--- src/two_marker_byte_deframer_assert.svh ---
// Assertion macros for the two-marker byte deframer.
// TMBD_ASSERT_SAME checks the consequent in the same cycle as the antecedent.
// TMBD_ASSERT_NEXT checks the consequent in the cycle after the antecedent.
`ifndef TWO_MARKER_BYTE_DEFRAMER_ASSERT_SVH
`define TWO_MARKER_BYTE_DEFRAMER_ASSERT_SVH
`ifndef ASSERT_OFF
`define TMBD_ASSERT_SAME(lbl, clk, rst_n, ante, cons) \
  lbl: assert property (@(posedge clk) disable iff (!rst_n) (ante) |-> (cons)) \
    else $error("tmbd assertion failed");
`define TMBD_ASSERT_NEXT(lbl, clk, rst_n, ante, cons) \
  lbl: assert property (@(posedge clk) disable iff (!rst_n) (ante) |=> (cons)) \
    else $error("tmbd assertion failed");
`else
`define TMBD_ASSERT_SAME(lbl, clk, rst_n, ante, cons)
`define TMBD_ASSERT_NEXT(lbl, clk, rst_n, ante, cons)
`endif
`endif

--- src/tmbd_pkg.sv ---
package tmbd_pkg;

  // Widths fixed by the byte stream and the result fields
  localparam int BYTE_W      = 8;
  localparam int CNT_W       = 5;
  localparam int CFG_IDX_W   = 2;
  localparam int OUT_TDATA_W = 24;

  // Payload buffer sizing
  localparam int PAYLOAD_LIMIT_DEF = 32;
  localparam int MAX_DEPTH         = 32;

  // Configuration register indexes
  typedef enum logic [CFG_IDX_W-1:0] {
    REG_START_FIRST  = 2'd0,
    REG_START_SECOND = 2'd1,
    REG_END_FIRST    = 2'd2,
    REG_END_SECOND   = 2'd3
  } tmbd_cfg_reg_t;

  // Parser and drain sequencer states
  typedef enum logic [2:0] {
    ST_HUNT,
    ST_START2,
    ST_COLLECT,
    ST_END2,
    ST_DRAIN_RD,
    ST_DRAIN_WAIT
  } tmbd_state_t;

endpackage

--- src/tmbd_ram.sv ---
module tmbd_ram #(
  parameter int WIDTH = 8,
  parameter int DEPTH = 32,
  parameter int AW    = (DEPTH > 1) ? $clog2(DEPTH) : 1
) (
  input  logic             clk,
  input  logic             we,
  input  logic [AW-1:0]    wr_addr,
  input  logic [WIDTH-1:0] wr_data,
  input  logic             rd_en,
  input  logic [AW-1:0]    rd_addr,
  output logic [WIDTH-1:0] rd_data
);

  logic [WIDTH-1:0] mem [DEPTH];
  logic [WIDTH-1:0] rd_data_r;

  // Write port
  always_ff @(posedge clk) begin
    if (we) begin
      mem[wr_addr] <= wr_data;
    end
  end

  // Registered read port, holds when not enabled
  always_ff @(posedge clk) begin
    if (rd_en) begin
      rd_data_r <= mem[rd_addr];
    end
  end

  assign rd_data = rd_data_r;

endmodule

--- src/two_marker_byte_deframer.sv ---
// Channel   | Direction | Ports                         | Contents
// ----------+-----------+-------------------------------+---------------------------------
// in        | slave     | in_tvalid/in_tready/in_tdata  | one received byte
// out       | master    | out_tvalid/out_tready/out_tdata/out_tlast | payload byte run
// cfg       | write     | cfg_we/cfg_addr/cfg_wdata     | four marker byte registers
//
// Hunting and collecting take one input byte per cycle while the output register is free.
// An accepted frame drains after its trailer byte with one RAM read and then one output load per
// byte, waiting on any output stall and taking no input; an empty frame's result is loaded by
// its trailer byte.
// Reset is synchronous, active low; it clears the parser, the counters, the output valid flag
// and the marker registers. Output stalls hold the output register and block input.
`include "two_marker_byte_deframer_assert.svh"

module two_marker_byte_deframer #(
  parameter int PAYLOAD_LIMIT = tmbd_pkg::PAYLOAD_LIMIT_DEF
) (
  input  logic                              clk,
  input  logic                              rst_n,
  input  logic                              cfg_we,
  input  logic [tmbd_pkg::CFG_IDX_W-1:0]    cfg_addr,
  input  logic [tmbd_pkg::BYTE_W-1:0]       cfg_wdata,
  input  logic                              in_tvalid,
  output logic                              in_tready,
  // [7:0] rx_byte
  input  logic [tmbd_pkg::BYTE_W-1:0]       in_tdata,
  output logic                              out_tvalid,
  input  logic                              out_tready,
  // [7:0] payload_byte, [12:8] byte_position, [17:13] frame_length, [23:18] zero
  output logic [tmbd_pkg::OUT_TDATA_W-1:0]  out_tdata,
  output logic                              out_tlast
);

  import tmbd_pkg::*;

  localparam int DEPTH = (PAYLOAD_LIMIT < MAX_DEPTH) ? PAYLOAD_LIMIT : MAX_DEPTH;
  localparam int AW    = (DEPTH > 1) ? $clog2(DEPTH) : 1;
  localparam int PAD_W = OUT_TDATA_W - BYTE_W - 2 * CNT_W;

  // Marker registers
  logic [BYTE_W-1:0] start_first_r, start_second_r, end_first_r, end_second_r;

  // Control state
  tmbd_state_t       state_r, state_nxt;
  logic [CNT_W-1:0]  cnt_r, cnt_nxt;
  logic [CNT_W-1:0]  len_r, len_nxt;
  logic [CNT_W-1:0]  rd_idx_r, rd_idx_nxt;

  // Output register
  logic              out_valid_r, out_valid_nxt;
  logic [BYTE_W-1:0] out_byte_r, out_byte_nxt;
  logic [CNT_W-1:0]  out_pos_r, out_pos_nxt;
  logic [CNT_W-1:0]  out_len_r, out_len_nxt;
  logic              out_last_r, out_last_nxt;

  // Datapath helpers
  logic              out_free;
  logic              in_fire;
  logic              parse_phase;
  logic              drain_phase;
  logic [CNT_W:0]    cnt_wide;
  logic [CNT_W:0]    cnt_inc;
  logic [CNT_W:0]    rd_idx_inc;
  logic              ram_we;
  logic              ram_rd_en;
  logic [BYTE_W-1:0] ram_rd_data;

  assign parse_phase = (state_r == ST_HUNT) || (state_r == ST_START2) ||
                       (state_r == ST_COLLECT) || (state_r == ST_END2);
  assign drain_phase = (state_r == ST_DRAIN_RD) || (state_r == ST_DRAIN_WAIT);
  assign out_free    = !out_valid_r || out_tready;
  assign in_tready   = parse_phase && out_free;
  assign in_fire     = in_tvalid && in_tready;
  assign cnt_wide    = {1'b0, cnt_r};
  assign cnt_inc     = cnt_wide + (CNT_W+1)'(1);
  assign rd_idx_inc  = {1'b0, rd_idx_r} + (CNT_W+1)'(1);

  // Payload store
  tmbd_ram #(
    .WIDTH (BYTE_W),
    .DEPTH (DEPTH),
    .AW    (AW)
  ) u_store (
    .clk     (clk),
    .we      (ram_we),
    .wr_addr (cnt_r[AW-1:0]),
    .wr_data (in_tdata),
    .rd_en   (ram_rd_en),
    .rd_addr (rd_idx_r[AW-1:0]),
    .rd_data (ram_rd_data)
  );

  // Parse bytes, fill the store, drain an accepted frame
  always_comb begin
    state_nxt     = state_r;
    cnt_nxt       = cnt_r;
    len_nxt       = len_r;
    rd_idx_nxt    = rd_idx_r;
    out_valid_nxt = out_valid_r && !out_tready;
    out_byte_nxt  = out_byte_r;
    out_pos_nxt   = out_pos_r;
    out_len_nxt   = out_len_r;
    out_last_nxt  = out_last_r;
    ram_we        = 1'b0;
    ram_rd_en     = 1'b0;
    case (state_r)
      ST_HUNT: begin
        if (in_fire && (in_tdata == start_first_r)) begin
          state_nxt = ST_START2;
        end
      end
      ST_START2: begin
        if (in_fire) begin
          if (in_tdata == start_second_r) begin
            state_nxt = ST_COLLECT;
          end else begin
            state_nxt = ST_HUNT;
            cnt_nxt   = '0;
          end
        end
      end
      ST_COLLECT: begin
        if (in_fire) begin
          if (in_tdata == end_first_r) begin
            state_nxt = ST_END2;
          end else begin
            ram_we = 1'b1;
            // drop the frame once the buffer is full
            if (cnt_inc >= (CNT_W+1)'(DEPTH)) begin
              state_nxt = ST_HUNT;
              cnt_nxt   = '0;
            end else begin
              cnt_nxt = cnt_inc[CNT_W-1:0];
            end
          end
        end
      end
      ST_END2: begin
        if (in_fire) begin
          state_nxt = ST_HUNT;
          cnt_nxt   = '0;
          if (in_tdata == end_second_r) begin
            if (cnt_r == '0) begin
              // empty frame: one zero result
              out_valid_nxt = 1'b1;
              out_byte_nxt  = '0;
              out_pos_nxt   = '0;
              out_len_nxt   = '0;
              out_last_nxt  = 1'b1;
            end else begin
              len_nxt    = cnt_r;
              rd_idx_nxt = '0;
              state_nxt  = ST_DRAIN_RD;
            end
          end
        end
      end
      ST_DRAIN_RD: begin
        ram_rd_en = 1'b1;
        state_nxt = ST_DRAIN_WAIT;
      end
      ST_DRAIN_WAIT: begin
        // load the read byte once the output register is free
        if (out_free) begin
          out_valid_nxt = 1'b1;
          out_byte_nxt  = ram_rd_data;
          out_pos_nxt   = rd_idx_r;
          out_len_nxt   = len_r;
          out_last_nxt  = (rd_idx_inc == {1'b0, len_r});
          if (rd_idx_inc == {1'b0, len_r}) begin
            state_nxt = ST_HUNT;
          end else begin
            rd_idx_nxt = rd_idx_inc[CNT_W-1:0];
            state_nxt  = ST_DRAIN_RD;
          end
        end
      end
      default: begin
        state_nxt = ST_HUNT;
      end
    endcase
  end

  // Control registers
  always_ff @(posedge clk) begin
    if (!rst_n) begin
      state_r     <= ST_HUNT;
      cnt_r       <= '0;
      len_r       <= '0;
      rd_idx_r    <= '0;
      out_valid_r <= 1'b0;
    end else begin
      state_r     <= state_nxt;
      cnt_r       <= cnt_nxt;
      len_r       <= len_nxt;
      rd_idx_r    <= rd_idx_nxt;
      out_valid_r <= out_valid_nxt;
    end
  end

  // Output payload registers
  always_ff @(posedge clk) begin
    out_byte_r <= out_byte_nxt;
    out_pos_r  <= out_pos_nxt;
    out_len_r  <= out_len_nxt;
    out_last_r <= out_last_nxt;
  end

  // Marker register writes
  always_ff @(posedge clk) begin
    if (!rst_n) begin
      start_first_r  <= '0;
      start_second_r <= '0;
      end_first_r    <= '0;
      end_second_r   <= '0;
    end else if (cfg_we) begin
      case (tmbd_cfg_reg_t'(cfg_addr))
        REG_START_FIRST:  start_first_r  <= cfg_wdata;
        REG_START_SECOND: start_second_r <= cfg_wdata;
        REG_END_FIRST:    end_first_r    <= cfg_wdata;
        REG_END_SECOND:   end_second_r   <= cfg_wdata;
        default: begin
        end
      endcase
    end
  end

  assign out_tvalid = out_valid_r;
  assign out_tlast  = out_last_r;
  assign out_tdata  = {PAD_W'(0), out_len_r, out_pos_r, out_byte_r};

  // A byte that is not the last of its run leaves the drain sequencer running
  `TMBD_ASSERT_SAME(a_nonlast_in_drain, clk, rst_n, out_valid_r && !out_last_r, drain_phase)
  // A result's position lies inside its frame
  `TMBD_ASSERT_SAME(a_pos_in_len, clk, rst_n, out_valid_r && (out_len_r != '0), out_pos_r < out_len_r)
  // The fill count stays inside the store while collecting
  `TMBD_ASSERT_SAME(a_cnt_in_store, clk, rst_n, state_r == ST_COLLECT, cnt_wide < (CNT_W+1)'(DEPTH))
  // A read issued by the sequencer is always consumed in the following state
  `TMBD_ASSERT_NEXT(a_read_then_wait, clk, rst_n, state_r == ST_DRAIN_RD, state_r == ST_DRAIN_WAIT)

endmodule
--- config.mk ---
export PLATFORM = sky130hd
export DESIGN_NAME = two_marker_byte_deframer
export DESIGN_NICKNAME = d
export VERILOG_FILES = /design/src/tmbd_pkg.sv /design/src/tmbd_ram.sv /design/src/two_marker_byte_deframer.sv
export VERILOG_INCLUDE_DIRS = /design/src /design/src/src
export SDC_FILE = /design/constraint.sdc
export NUM_CORES = 1
export LEC_CHECK = 0
export BUFFER_PORTS_ARGS = -buffer_cell sky130_fd_sc_hd__buf_2
export CAP_MARGIN = 20
export CORE_MARGIN = 2
export CORE_UTILIZATION = 35
export CTS_CLUSTER_SIZE = 30
export DETAILED_ROUTE_END_ITERATION = 8
export PLACE_DENSITY = 0.46
export SLEW_MARGIN = 20
export SYNTH_ARGS = -nofsm -noshare
export SYNTH_HDL_FRONTEND = slang
export SYNTH_SLANG_ARGS = --single-unit
--- constraint.sdc ---
create_clock -name clk -period 4.09 [get_ports clk]
set_input_delay 0 -clock clk [delete_from_list [all_inputs] [get_ports clk]]
set_output_delay 0 -clock clk [all_outputs]
set_load 0.005 [all_outputs]
==> key figures <==
Setup path
  – R2r setup slk: 0.80 ns
  – Slowest stage delay, CP: 0.74 ns
  – Worst setup path category: reg2reg
  – R2R Path Start: state_r[1]$_SDFFE_PN0P_
  – Max stage delay cell, worst path: nor2_1
  – R2R cell count: 4
  – Most common cell on crit path: nor3b_1
  – CP Cell Sequence: nor3b_1 -> nor3b_1 -> nand2_1 -> nor2_1
  – CP Capture Type: flop
  – Crit start category: flop
  – Critical path buffers and inverters: 0
  – Worst path required time: 4.27 ns
  – WP data arrival: 3.47 ns
  – FF-to-FF End: u_store.mem[25][1]$_DFFE_PP_
  – CP top delay family: simple AND/OR/NAND/NOR gates
  – Critical path fanouts, max: 13

Synthesis
  – Mapped Avg Cell Area: around 16 µm²
  – Most frequent cell after synthesis: edfxtp_1
  – Post-synth top cells: 283 x edfxtp_1, 85 x mux2i_1, 84 x nor2_1
  – Number of synthesis warnings: 0
  – Async set-reset flop share out of synthesis: 0%
  – Top FF cell, synth: edfxtp_1
  – Post-synth EDFFs: 283
  – Register area share after synthesis: 69.9%
  – Synth area leader: edfxtp_1
  – #FFs+latches synth: ~330
  – Top cells by area, synth: edfxtp_1 62%, dfxtp_1 7.5%, mux4_2 6.6%, mux2i_1 6.2%, nor2_1 2.3%
  – Yosys cell types: 57
  – Post-synth top area share: between 60 and 70%
  – Synthesized instance count: 849
  – Synthesized area: between 10000 and 15000 µm²

CTS
  – Post-CTS sizing: 0
  – Cts bufs inserted: 37
  – Clk Latency, worst-skew pair: 0.55 ns
  – Clk Tree Root Cell: clkbuf_16
  – Clock Sinks: 334
  – CTS tree: yes
  – Htree depth: 2
  – Clock-pin transition on the worst setup and hold timing paths: roughly 0.060 ns
  – Clock buffer depth: 3

Global routing
  – Gr busiest metal: met2
  – Largest net degree at the start of global routing: 90
  – Grt met3 use: 3.01%
  – GRT met2 Usage: 28.4%
  – Met1 usage: 25.8%
  – Vias in the first global route: roughly 7700
  – GR Overflow Total: 0
  – GRT Total Usage: 18.2%
  – First-pass GRT wire length: 53200 µm
  – Initial antenna violation count: 0

Place
  – Number of buffers added on ports: 43
  – DP Worst Slack: 0.790 ns
  – Dpl cells: 1377
  – RD Place Congestion: 0.761
  – DP Wirelength: 22500 µm

STA
  – Slew Limit Fails: 0
  – Total negative slack: 0 ns
  – Final hold vios: 0
  – Final setup viols: 0
  – RSZ-0062 raised after global routing: no
  – Hold Slack: around 0.039 ns
  – Skew final: 0.0258 ns
  – Final WS setup: 0.799 ns
  – Least-Margin Pin Slew: slightly above 0.9 ns
  – Final Cycle Share: 80.5%
  – Min Tclk post-route: 3.29 ns
  – Slew margin rel.: 37.7%
  – F_max: 0.304 GHz

Drt
  – DR pass1 iterations: 5
  – Via Count: 7530
  – Via/cell ratio: 5.18
  – Post-detailed-route count of antenna-violating nets: 0
  – Post-DR wirelength/cell: 25.0 µm
  – Initial drt markers: between 600 and 700
  – # DRC: 0
  – Final wirelength: around 36000 µm

Finish
  – Area Overhead vs Synth: 14.4%
  – Net count, final: 936
  – Footprint of the multi-input gates: 3850 µm²
  – Diodes inserted: 0
  – Share of layout cells above drive strength 1: 17.9%
  – Area occupied by registers: 9520 µm²
  – Fill cell count: 3626
  – Finished Layout Cells: 1453

Min path
  – Cells on Worst Hold Path: 5
  – Hold path endpoint: start_first_r[0]$_SDFFE_PN0P_
  – Hold path start: cfg_addr[0]
  – Worst hold-check path type: in2reg

Floorplan
  – Core area: roughly 39000 µm²
  – IO Pins: 50
  – Die height: 201 µm
  – Die area: 40500 µm²
  – Initial Utilization: 35.3%
  – Row count: 72
  – Die X: 201 µm

Job
  – Max_cap viols: 0

Pwr
  – PwrDens: 446 nW/µm²
  – Leakage power: 5.01 nW
  – Worst vdd ir: 0.214 mV
  – Total Power: about 7 mW

Run status
  – Outcome: complete, no violations
==> layout by cell type (no fill, tap or decap), types with 3 or more instances in the layout <==
master,n
nor3_1,4
mux2i_1,85
o21ai_0,14
clkinv_2,8
dlygate4sd3_1,10
nand2b_1,4
nor3b_1,3
and3_1,3
nor4_1,4
conb_1,6
xnor2_1,14
nand3b_1,6
clkbuf_16,37
o221ai_1,24
clkbuf_1,8
nand3_1,6
nor2_1,84
edfxtp_1,283
ha_1,5
clkinv_1,7
buf_2,43
a21o_1,9
and2_1,20
a211oi_1,9
dfxtp_1,49
buf_4,15
nand4_1,4
nand2_1,24
o31ai_1,3
inv_1,6
xor2_1,25
a21oi_1,12
o22ai_1,17
mux4_2,40
==> cells by family (layout without fill, tap and decap cells) <==
logic type | after synthesis | after routing | synth area share [%]
DFF | 334 | 334 | 69.9
AOI/OAI and AO/OA | 104 | 104 | 5.61
other | 1 | 6 | 0.0275
xor gates and xnor gates | 40 | 40 | 2.63
buffers and inverters | 61 | 142 | 2.05
muxes | 126 | 126 | 12.9
and+or+nand+nor | 178 | 178 | 6.44
adders and majority gates | 5 | 5 | 0.459
==> flip-flops by register name (all words and copies together) (netlist names), 3 cells and up <==
register / count
start_first_r: 8
state_r: 3
u_store.mem: 256
u_store.rd_data: 8
end_first_r: 8
len_r: 5
rd_idx_r: 5
cnt_r: 5
start_second_r: 8
out_pos_r: 5
out_len_r: 5
end_second_r: 8
out_byte_r: 8
==> layer usage <==
layer	routed length, µm	share of wire [%]
met1	17000	47
met2	16800	46
met3	1640	4.5
met4	946	2.6
met5	0	0
==> stage by stage <==
| stage | util, % | cell area, µm² |
|---|---|---|
| final | 40.4 | 15600 |
| after global routing | 40.4 | 15600 |
| after floorplan | - | 13600 |
| after global placement | 37.3 | 14400 |
| after CTS | 40.4 | 15600 |
| after detailed placement | 37.3 | 14400 |
==> how the worst max path moves through the flow <==
stage | endpoint | from | slack (ns) | cells after the start
2_1_floorplan | out_byte_r[0]$_SDFFCE_PN0P_ | state_r[2]$_SDFFE_PN0P_ | 1.13 | 5
3_3_place_gp | u_store.mem[7][3]$_DFFE_PP_ | state_r[1]$_SDFFE_PN0P_ | 0.90 | 4
3_5_place_dp | u_store.mem[27][7]$_DFFE_PP_ | state_r[1]$_SDFFE_PN0P_ | 0.79 | 4
4_1_cts | u_store.mem[27][3]$_DFFE_PP_ | state_r[1]$_SDFFE_PN0P_ | 0.77 | 4
5_1_grt | u_store.mem[0][3]$_DFFE_PP_ | state_r[1]$_SDFFE_PN0P_ | 0.54 | 4
6_report | u_store.mem[25][1]$_DFFE_PP_ | state_r[1]$_SDFFE_PN0P_ | 0.80 | 4
==> what timing repair did <==
item | 4_1_cts | 5_1_grt
hold buffers | 10 | 0
hold endpoints to repair | 40 | 0
buffers inserted | 0 | 0
==> power by group <==
| part | switching, mW | total [mW] | internal (mW) |
|---|---|---|---|
| Clock | 1.33 | 3.07 | 1.74 |
| Sequential | 0.0101 | 3.70 | 3.69 |
| Combinational | 0.130 | 0.183 | 0.0537 |
==> worst register-to-register path, stage by stage, from the launching register on <==
cell and delay (ns):
dfxtp_1 0.53, nor3b_1 0.47, nor3b_1 0.58, nand2_1 0.61, nor2_1 0.75
==> layout make-up <==
cell class / count / share of cell area [%]
inverter: 7 / 0.168
tap: 518 / 4.16
sequential: 334 / 61.1
multi-input combinational: 459 / 24.7
clock buffer: 45 / 6.13
timing repair buffer: 69 / 2.87
clock inverter: 21 / 0.899
Note: power is estimated with default switching activity, not from simulation.
